`src/hw/rtl/rmwq_pkg.sv`:
```
// Shared types, codes and defaults for the recursive mutex with wait queue.
`timescale 1ns / 1ps
package rmwq_pkg;

    localparam int THREAD_W        = 4;
    localparam int DEPTH_OUT_W     = 8;
    localparam int MAX_THREADS_DEF = 16;
    localparam int MAX_DEPTH_DEF   = 255;

    typedef enum logic [1:0] {
        CMD_LOCK    = 2'd0,
        CMD_TRYLOCK = 2'd1,
        CMD_UNLOCK  = 2'd2
    } cmd_t;

    typedef enum logic [2:0] {
        ST_ACQUIRED = 3'd0,
        ST_NESTED   = 3'd1,
        ST_BLOCKED  = 3'd2,
        ST_BUSY     = 3'd3,
        ST_NEST_REL = 3'd4,
        ST_HANDOVER = 3'd5,
        ST_FREED    = 3'd6,
        ST_ERROR    = 3'd7
    } status_t;

    // Queue control shared by every cell of the waiter chain
    typedef struct packed {
        logic                push;
        logic                pop;
        logic [THREAD_W-1:0] tid;
    } q_ctrl_t;

endpackage

```
`src/hw/rtl/rmwq_cell.sv`:
```
// One slot of the waiter chain: holds a thread id, loads a push or shifts on a pop.
`timescale 1ns / 1ps
module rmwq_cell (
    input  logic                          aclk,
    input  rmwq_pkg::q_ctrl_t             ctrl,
    input  logic                          sel,
    input  logic [rmwq_pkg::THREAD_W-1:0] next_id,
    output logic [rmwq_pkg::THREAD_W-1:0] id_q
);
    import rmwq_pkg::*;

    logic [THREAD_W-1:0] id_reg;

    // shift towards the head on a pop, capture the new waiter when selected
    always_ff @(posedge aclk) begin
        if (ctrl.pop) begin
            id_reg <= next_id;
        end else if (ctrl.push && sel) begin
            id_reg <= ctrl.tid;
        end
    end

    assign id_q = id_reg;

endmodule

```
`src/hw/rtl/rmwq_chain.sv`:
```
// Row of waiter cells forming the FIFO of blocked threads, head at cell 0.
`timescale 1ns / 1ps
module rmwq_chain #(
    parameter int DEPTH = rmwq_pkg::MAX_THREADS_DEF,
    parameter int CNT_W = $clog2(DEPTH + 1)
) (
    input  logic                          aclk,
    input  rmwq_pkg::q_ctrl_t             ctrl,
    input  logic [CNT_W-1:0]              wr_pos,
    output logic [rmwq_pkg::THREAD_W-1:0] head_id
);
    import rmwq_pkg::*;

    logic [THREAD_W-1:0] ids [DEPTH+1];

    // nothing beyond the tail: feed zero into the last cell
    assign ids[DEPTH] = '0;

    for (genvar i = 0; i < DEPTH; i++) begin : g_cell
        rmwq_cell u_cell (
            .aclk    (aclk),
            .ctrl    (ctrl),
            .sel     (wr_pos == CNT_W'(i)),
            .next_id (ids[i+1]),
            .id_q    (ids[i])
        );
    end

    assign head_id = ids[0];

endmodule

```
`src/hw/rtl/recursive_mutex_with_wait_queue_unit.sv`:
```
// Top level of the recursive mutex with a FIFO of waiting threads.
//
// Usage:
//   s_ channel: one request per handshake, carrying a command (lock,
//   trylock, unlock) and the requesting thread id.
//   m_ channel: one result per request: status, woken thread, owner and
//   nesting depth as they stand after the request.
//   cfg channel: writes recursive_mode; always ready. Write only while idle.
// Result: registered, and shown in the cycle after the request is taken.
// Throughput: one request per cycle unless a result stalls on m_ready; the
//   state update is a compare and counter step, and the waiter chain shifts once per pop.
// Reset (aresetn low, synchronous): the mutex is free, depth and queue
//   count are zero, recursive_mode is 0, no result is pending.
// Stall: while a result waits and m_ready is low, s_ready is low; the
//   result register holds its contents until taken.
`timescale 1ns / 1ps
module recursive_mutex_with_wait_queue_unit #(
    parameter int MAX_THREADS = rmwq_pkg::MAX_THREADS_DEF,
    parameter int MAX_DEPTH   = rmwq_pkg::MAX_DEPTH_DEF
) (
    input  logic                             aclk,
    input  logic                             aresetn,
    input  logic                             cfg_valid,
    output logic                             cfg_ready,
    input  logic                             cfg_data,
    input  logic                             s_valid,
    output logic                             s_ready,
    input  logic [1:0]                       s_command,
    input  logic [rmwq_pkg::THREAD_W-1:0]    s_thread_id,
    output logic                             m_valid,
    input  logic                             m_ready,
    output logic [2:0]                       m_status,
    output logic                             m_woken_valid,
    output logic [rmwq_pkg::THREAD_W-1:0]    m_woken_thread,
    output logic                             m_owner_valid,
    output logic [rmwq_pkg::THREAD_W-1:0]    m_owner_thread,
    output logic [rmwq_pkg::DEPTH_OUT_W-1:0] m_depth_now
);
    import rmwq_pkg::*;

    localparam int CNT_W   = $clog2(MAX_THREADS + 1);
    localparam int DEPTH_W = $clog2(MAX_DEPTH + 1);

    // mutex state
    logic                recursive_reg;
    logic                held_reg,  held_next;
    logic [THREAD_W-1:0] owner_reg, owner_next;
    logic [DEPTH_W-1:0]  depth_reg, depth_next;
    logic [CNT_W-1:0]    count_reg, count_next;

    // result register
    logic                m_valid_reg;
    logic [2:0]          status_reg;
    logic                woken_valid_reg;
    logic [THREAD_W-1:0] woken_thread_reg;
    logic                owner_valid_reg;
    logic [THREAD_W-1:0] owner_thread_reg;
    logic [DEPTH_W-1:0]  depth_out_reg;

    status_t             status;
    logic                woke;
    logic [THREAD_W-1:0] head_id;
    q_ctrl_t             q_ctrl;
    logic                accept;
    logic [DEPTH_W+DEPTH_OUT_W-1:0] depth_ext;

    assign cfg_ready = 1'b1;
    // take a new request whenever the result register is empty or draining
    assign s_ready   = !m_valid_reg || m_ready;
    assign accept    = s_valid && s_ready;

    rmwq_chain #(
        .DEPTH (MAX_THREADS),
        .CNT_W (CNT_W)
    ) u_chain (
        .aclk    (aclk),
        .ctrl    (q_ctrl),
        .wr_pos  (count_reg),
        .head_id (head_id)
    );

    // decode one request against the current state
    always_comb begin
        held_next  = held_reg;
        owner_next = owner_reg;
        depth_next = depth_reg;
        count_next = count_reg;
        status     = ST_ERROR;
        woke       = 1'b0;
        q_ctrl     = '{push: 1'b0, pop: 1'b0, tid: s_thread_id};
        unique case (s_command)
            CMD_LOCK, CMD_TRYLOCK: begin
                priority if (!held_reg) begin
                    held_next  = 1'b1;
                    owner_next = s_thread_id;
                    depth_next = '0;
                    status     = ST_ACQUIRED;
                end else if (owner_reg == s_thread_id) begin
                    priority if (!recursive_reg) begin
                        // relock without recursion: error for lock, plain fail for trylock
                        status = (s_command == CMD_LOCK) ? ST_ERROR : ST_BUSY;
                    end else if (depth_reg >= DEPTH_W'(MAX_DEPTH)) begin
                        status = ST_ERROR;
                    end else begin
                        depth_next = depth_reg + 1'b1;
                        status     = ST_NESTED;
                    end
                end else if (s_command == CMD_TRYLOCK) begin
                    status = ST_BUSY;
                end else if (count_reg >= CNT_W'(MAX_THREADS)) begin
                    status = ST_ERROR;
                end else begin
                    // queue the caller at the tail of the chain
                    q_ctrl.push = accept;
                    count_next  = count_reg + 1'b1;
                    status      = ST_BLOCKED;
                end
            end
            CMD_UNLOCK: begin
                priority if (!held_reg || owner_reg != s_thread_id) begin
                    status = ST_ERROR;
                end else if (depth_reg != '0) begin
                    depth_next = depth_reg - 1'b1;
                    status     = ST_NEST_REL;
                end else if (count_reg != '0) begin
                    // hand over to the oldest waiter and advance the chain
                    q_ctrl.pop = accept;
                    count_next = count_reg - 1'b1;
                    owner_next = head_id;
                    woke       = 1'b1;
                    status     = ST_HANDOVER;
                end else begin
                    held_next  = 1'b0;
                    owner_next = '0;
                    status     = ST_FREED;
                end
            end
            default: begin
                status = ST_ERROR;
            end
        endcase
    end

    // state and config registers
    always_ff @(posedge aclk) begin
        if (!aresetn) begin
            recursive_reg <= 1'b0;
            held_reg      <= 1'b0;
            owner_reg     <= '0;
            depth_reg     <= '0;
            count_reg     <= '0;
            m_valid_reg   <= 1'b0;
        end else begin
            if (cfg_valid) begin
                recursive_reg <= cfg_data;
            end
            if (accept) begin
                held_reg    <= held_next;
                owner_reg   <= owner_next;
                depth_reg   <= depth_next;
                count_reg   <= count_next;
                m_valid_reg <= 1'b1;
            end else if (m_ready) begin
                m_valid_reg <= 1'b0;
            end
        end
    end

    // result payload: hold until the next request is taken
    always_ff @(posedge aclk) begin
        if (accept) begin
            status_reg       <= status;
            woken_valid_reg  <= woke;
            woken_thread_reg <= woke ? head_id : '0;
            owner_valid_reg  <= held_next;
            owner_thread_reg <= held_next ? owner_next : '0;
            depth_out_reg    <= depth_next;
        end
    end

    // report only the low bits of the nesting depth
    assign depth_ext = {{DEPTH_OUT_W{1'b0}}, depth_out_reg};

    assign m_valid        = m_valid_reg;
    assign m_status       = status_reg;
    assign m_woken_valid  = woken_valid_reg;
    assign m_woken_thread = woken_thread_reg;
    assign m_owner_valid  = owner_valid_reg;
    assign m_owner_thread = owner_thread_reg;
    assign m_depth_now    = depth_ext[DEPTH_OUT_W-1:0];

endmodule

```
`config.mk`:
```
export PLATFORM = sky130hd
export DESIGN_NAME = recursive_mutex_with_wait_queue_unit
export DESIGN_NICKNAME = d
export VERILOG_FILES = /design/src/hw/rtl/rmwq_pkg.sv /design/src/hw/rtl/rmwq_cell.sv /design/src/hw/rtl/rmwq_chain.sv /design/src/hw/rtl/recursive_mutex_with_wait_queue_unit.sv
export SDC_FILE = /design/constraint.sdc
export NUM_CORES = 1
export LEC_CHECK = 0
export BUFFER_PORTS_ARGS = -buffer_cell sky130_fd_sc_hd__buf_2
export CELL_PAD_IN_SITES_DETAIL_PLACEMENT = 1
export CELL_PAD_IN_SITES_GLOBAL_PLACEMENT = 1
export CORE_UTILIZATION = 30
export DETAILED_ROUTE_END_ITERATION = 8
export PLACE_DENSITY_LB_ADDON = 0.1
export SLEW_MARGIN = 25
export SYNTH_ARGS = -nofsm -noshare
export SYNTH_HDL_FRONTEND = slang
export SYNTH_SLANG_ARGS = --single-unit
```
`constraint.sdc`:
```
create_clock -name aclk -period 2.5 [get_ports aclk]
set_input_delay 0.5 -clock aclk [delete_from_list [all_inputs] [get_ports aclk]]
set_output_delay 0.5 -clock aclk [all_outputs]
set_load 0.005 [all_outputs]
```
# Yosys cells after proc, flatten, opt, wreduce, memory -nomap -nowiden

Cells that the tools add are included.

Add/sub/neg operators: 4
Equality and inequality tests: 26
Reduce and logical (&&, ||, !) cells: 44
Magnitude comparators: 2
Mux-type cells: 80

Operators with widths:

| kind                                                               | number |
|---|---|
| 4-bit 2-to-1 mux                                                   | 34 |
| 8-bit 2-to-1 mux                                                   | 6 |
| 5-bit by 4-bit == test with 1-bit output, second input constant    | 8 |
| 5-bit 2-to-1 mux                                                   | 7 |
| 2-bit nonzero test                                                 | 17 |
| 3-bit 2-to-1 mux                                                   | 7 |
| 5-bit by 3-bit == test with 1-bit output, second input constant    | 4 |
| 1-bit 2-to-1 mux                                                   | 18 |
| 1-bit logical AND                                                  | 17 |
| 8-bit case mux with 2 select lines                                 | 1 |
| 2-bit inequality test, second input constant                       | 7 |
| 5-bit by 2-bit == test with 1-bit output, second input constant    | 2 |
| 5-bit case mux with 2 select lines                                 | 1 |
| 9-bit AND reduction                                                | 1 |
| 8-bit by 1-bit adder with 8-bit output, second input constant      | 1 |
| 8-bit >= comparator, second input constant                         | 1 |
| 4-bit case mux with 2 select lines                                 | 1 |
| 8-bit nonzero test                                                 | 1 |
| 8-bit by 1-bit subtractor with 8-bit output, second input constant | 1 |
| 2-bit 2-to-1 mux                                                   | 3 |
| 3-bit case mux with 2 select lines                                 | 1 |
| 5-bit by 1-bit adder with 5-bit output, second input constant      | 1 |
| 5-bit by 1-bit == test with 1-bit output, second input constant    | 1 |
| 5-bit >= comparator, second input constant                         | 1 |
| other kinds (12)                                                   | 14 |

Bits in registers: 105
Input bits: 12
Logic and storage cells: 184
Output and inout bits: 24

# Logic depth before layout (Yosys ltp)

Depth after elaboration: 11
Depth in mapped cells: 9
Depth with buffers taken out: 7

# Cells and area by module

A second synthesis with hierarchy kept.

Cell total of the unflattened synthesis: 439
Area, all modules: 5451.5 µm²

By module, submodules not included:

| module                               | cells an instance | sequential area each (µm²) | instances | area each (µm²) |
|---|---|---|---|---|
| rmwq_cell                            | 9                 | 120.1                      | 16        | 173.9 |
| recursive_mutex_with_wait_queue_unit | 266               | 1031.0                     | 1         | 2436.1 |
| rmwq_chain                           | 29                | 0.0                        | 1         | 232.7 |

# Worst setup path after synthesis

OpenSTA, ideal clock, no wires.

Path kind: in2reg
Start: input s_command[1]
End: register u_chain.g_cell[1].u_cell.id_reg[0], enable pin
Data required time: 2.127 ns
Cell stages on the path: 7
Setup time: 0.373 ns
Path slack: 0.137 ns
Data arrival time: 1.990 ns
Path through: clkbuf_1 > nand2b_1 > buf_2 > nor3_1 > and2_1 > nand2_1 > o31ai_1

Word-level cells in the longest chain between the ends: 7
Elaborated cells on any way between the ends: 11
Those cells by class: eq/ne: 2; mux: 5; reduce/logical: 4

RTL lines:

| item                                     | RTL line                                                                                | text |
|---|---|---|
| from (decl)                              | recursive_mutex_with_wait_queue_unit.sv:28                                              | `input logic [1:0] s_command,` |
| 2-bit by 1-bit == test with 1-bit output | recursive_mutex_with_wait_queue_unit.sv:91, recursive_mutex_with_wait_queue_unit.sv:108 |  |
| 1-bit 2-to-1 mux                         | recursive_mutex_with_wait_queue_unit.sv:108                                             | `end else if (s_command == CMD_TRYLOCK) begin` |
| 1-bit 2-to-1 mux                         | recursive_mutex_with_wait_queue_unit.sv:98                                              | `end else if (owner_reg == s_thread_id) begin` |
| 1-bit 2-to-1 mux                         | recursive_mutex_with_wait_queue_unit.sv:93                                              | `priority if (!held_reg) begin` |
| 1-bit 2-to-1 mux                         | recursive_mutex_with_wait_queue_unit.sv:91                                              | `unique case (s_command)` |
| 1-bit logical AND                        | rmwq_cell.sv:18                                                                         | `end else if (ctrl.push && sel) begin` |
| 2-bit nonzero test (no source line) (*)  | -                                                                                       |  |
| to (signal assigned)                     | rmwq_cell.sv:17                                                                         | `id_reg <= next_id;` |
| to (signal assigned)                     | rmwq_cell.sv:19                                                                         | `id_reg <= ctrl.tid;` |
| to (decl)                                | rmwq_cell.sv:12                                                                         | `logic [THREAD_W-1:0] id_reg;` |

Mark *: on every way between the ends. The rest lies on a longest branch, timed or not.
A chain may end at the register's enable or synchronous reset.

# Final worst setup path

Start: register depth_reg[0]
End: register owner_thread_reg[1] (netlist: m_owner_thread[1]) (data pin)

Word-level cells in the longest chain between the ends: 4
Elaborated cells on any way between the ends: 7
Those cells by class: mux: 6; reduce/logical: 1

RTL lines:

| item                                                                                            | RTL line                                    | text |
|---|---|---|
| from (decl)                                                                                     | recursive_mutex_with_wait_queue_unit.sv:48  | `logic [DEPTH_W-1:0] depth_reg, depth_next;` |
| from (signal assigned)                                                                          | recursive_mutex_with_wait_queue_unit.sv:160 | `depth_reg <= depth_next;` |
| 8-bit nonzero test (*)                                                                          | recursive_mutex_with_wait_queue_unit.sv:122 | `end else if (depth_reg != '0) begin` |
| 4-bit 2-to-1 mux / 1-bit 2-to-1 mux (equally long branches)                                     | recursive_mutex_with_wait_queue_unit.sv:122 |  |
| 4-bit 2-to-1 mux / 1-bit 2-to-1 mux (equally long branches)                                     | recursive_mutex_with_wait_queue_unit.sv:120 | `priority if (!held_reg \|\| owner_reg != s_thread_id) begin` |
| 4-bit case mux with 2 select lines / 1-bit case mux with 2 select lines (equally long branches) | recursive_mutex_with_wait_queue_unit.sv:91  |  |
| to (signal assigned)                                                                            | recursive_mutex_with_wait_queue_unit.sv:176 | `owner_thread_reg <= held_next ? owner_next : '0;` |
| to (decl)                                                                                       | recursive_mutex_with_wait_queue_unit.sv:57  | `logic [THREAD_W-1:0] owner_thread_reg;` |

Marked as above.

==> flow_summary.toml <==
[outcome]
status = "finished clean"

[cells_and_area]
area_growth_pct = 21.5
n_antenna_cell = 0
largest_reg_flops = 64
fin_util_pct = 37.9
final_cell_mix = "nand2_1, edfxtp_1, buf_4, buf_2, o21ai_0"
final_common_cell = "nand2_1"
stdcell_count = 834
drive_above_1_share_pct = 20.7
nNetsFinal = 630
fillCellCount = 1970

[synthesis]
ys_warn_count = 0
yosysSeqAreaShare_pct = 55.5
netlist_area_mm2 = 0.00525
syn_avg_cell_area_um2 = 9.73
syn_inst = 539
yosys_most_used_dff = "edfxtp_1"
synthAdderAreaFrac_pct = 2.15
synth_compound_area_share_pct = 13.3
synthMuxAreaShare_pct = 1.55
synth_edf_count = 81
synth_top_family_by_area = "simple AND/OR/NAND/NOR gates"
yosys-top-cells-area = "edfxtp_1, nand2_1, dfxtp_1, o21ai_0, a21oi_1"
synth_simple_gate_area_share_pct = 22.4
synth-seq-cells = 105
yosys.cell_types.count = 63
yosys.area_share.xor_xnor_pct = 1.17
async_flop_share_pct = 0
synth_top_area_share_pct = 46.4
syn_nets = 560
yosysTopAreaCell = "edfxtp_1"

[hold_path]
worstHoldPathCells = 3
min_path_type = "input pin to register"

[grt]
grt_pass1_wl_um = 24900
antenna_found_initial = 0
grt_pass1_vias = 4382
grt_use_total_pct = 18.0
grt_max_degree = 65
overflow = 0

[timing]
hold_viol_final = 0
fin_crit_sh_pct = 96.2
slew_headroom_pct = 57.0
finalClockSkew_ns = 0.00958
drv_slew = 0
fmax_mhz = 416
setup_viol_count_final = 0
worst_pin_slew_ns = 0.640
fin_setup_tns_ns = 0
fin_crit_ns = 2.40

[clocking]
clkTransAtPathRegs_ns = 0.08
clock-sinks = 105
cts_htree_levels = 3
cts_tree = "done"
clk_path_buf_depth = 2
root_buffer = "clkbuf_16"
ctsHoldBuffers = 0
worstSkewPairLatency_ns = 0.35
numCtsBuffers = 9

[drt]
vias = 4272
ant_nets = 0
vias_per_cell = 5.12
routed_wl_um = 15300
firstDrtPassIters = 4
drt_iter0_drc = 265
wire_per_inst_um = 18.4
drc = 0

[critical_path]
start_kind = "register"
critPathArrivalTime_ns = 2.59
crit_type = "register to register"
rr_startpoint = "depth_reg[0]"
ff2ff_path_depth = 7
rrSetupSlack_ns = 0.1
crit_end = "m_owner_thread[1]"
required_ns = 2.68
r2r_end = "m_owner_thread[1]"
critical_path.max_fanout = 6
end_kind = "register"
critPathLaunch = "depth_reg[0]"

[power]
p_per_area_mw_per_mm2 = 580
power_leakage_nw = 2.40
peakVddDrop_mv = 0.297

[floorplanning]
die-area_mm2 = 0.0180
num_io_pins = 36
die_y_um = 134
start_util_pct = 31.2
num_rows = 47
core_area_mm2 = 0.0168
die_w_um = 134

[placement]
portBuffers = 34
dp_cells = 816
gp_congestion = 0.867
hpwl_um = 11100

[run]
maxCapViolCount = 0
power by group:
| part | switching [W] | internal (W) | leakage (nW) | total (W) |
|---|---|---|---|---|
| sequential | 0.0000164 | 0.00191 | 0.944 | 0.00192 |
| clock | 0.000700 | 0.000700 | 0.138 | 0.00140 |
| combinational | 0.000233 | 0.000136 | 1.32 | 0.000369 |
| total | 0.000949 | 0.00274 | 2.40 | 0.00369 |
what timing repair did:
item                                    4_1_cts  5_1_grt
gates resized for setup                       0        5
endpoints found under the setup margin        0       51
setup buffers                                 0        2
how the worst min path moves through the flow:
stage | slack (ns) | startpoint | endpoint
floorplan | 0.46 | owner_reg[2] | owner_reg[2]
global placement | 0.48 | u_chain.g_cell[15].u_cell.id_q[3] | u_chain.g_cell[15].u_cell.id_q[3]
detailed placement | 0.49 | owner_reg[3] | owner_reg[3]
CTS | 0.38 | cfg_data | recursive_reg
global route | 0.39 | cfg_data | recursive_reg
finish | 0.39 | cfg_data | recursive_reg
routing by layer:
metal | vias to the layer above | track usage [%] | part of all wire, %
li1 | 2088 | - | -
met1 | 2084 | 27.0 | 53
met2 | 88 | 26.0 | 41
met3 | 12 | 3.63 | 4.2
met4 | 0 | 4.74 | 1.1
met5 | - | 0 | 0
stage by stage:
step	total power (W)	hold WS (ns)	area [um^2]	setup WS (ns)
global route	0.00384	0.395	6370	-0.00184
CTS	0.00373	0.380	6330	0.0144
detailed placement	0.00232	0.489	6040	-0.0171
finish	0.00369	0.393	6370	0.0962
floorplan	0.00215	0.458	5250	0.137
global placement	0.00232	0.484	6040	0.0761
cell type report:
| type | count | area, um^2 | share of cell area (%) |
|---|---|---|---|
| sequential | 105 | 2910 | 45.7 |
| multi-input combinational | 387 | 2150 | 33.7 |
| timing repair buffer | 94 | 699 | 11.0 |
| tap | 220 | 275 | 4.32 |
| clock buffer | 10 | 229 | 3.59 |
| clock inverter | 6 | 61.3 | 0.962 |
| inverter | 12 | 45.0 | 0.707 |
cell usage after synthesis (3+ instances only):
library cell / instances
mux2i_1: 7
a41oi_1: 3
a21oi_1: 25
nor4_1: 7
o2111ai_1: 3
o21ai_0: 29
ha_1: 9
nand4_1: 9
edfxtp_1: 81
a31oi_1: 8
xnor2_1: 6
clkbuf_1: 19
nor3_1: 12
a22oi_1: 5
dfxtp_1: 24
o22ai_1: 5
buf_2: 13
nor2_1: 20
nand2b_1: 5
nand2_1: 158
and2_2: 4
and3_1: 3
and4_1: 3
nand3_1: 9
o31ai_1: 9
or3_1: 5
inv_1: 11
or4_1: 4
logic make-up after synthesis:
group	count (synthesis)
fa+ha+maj	9
compound gates	109
mux	8
buf+inv	47
other cells	1
simple gates	253
xor+xnor	7
flops	105
critical path: stages, from the launching register on:
cell and delay (ns):
dfxtp_1 0.32, inv_1 0.12, ha_4 0.16, or4b_4 0.50, or3_4 0.41, nor4_4 0.32
a22oi_1 0.20, a21oi_1 0.20
(Power assumes the default switching activity.)
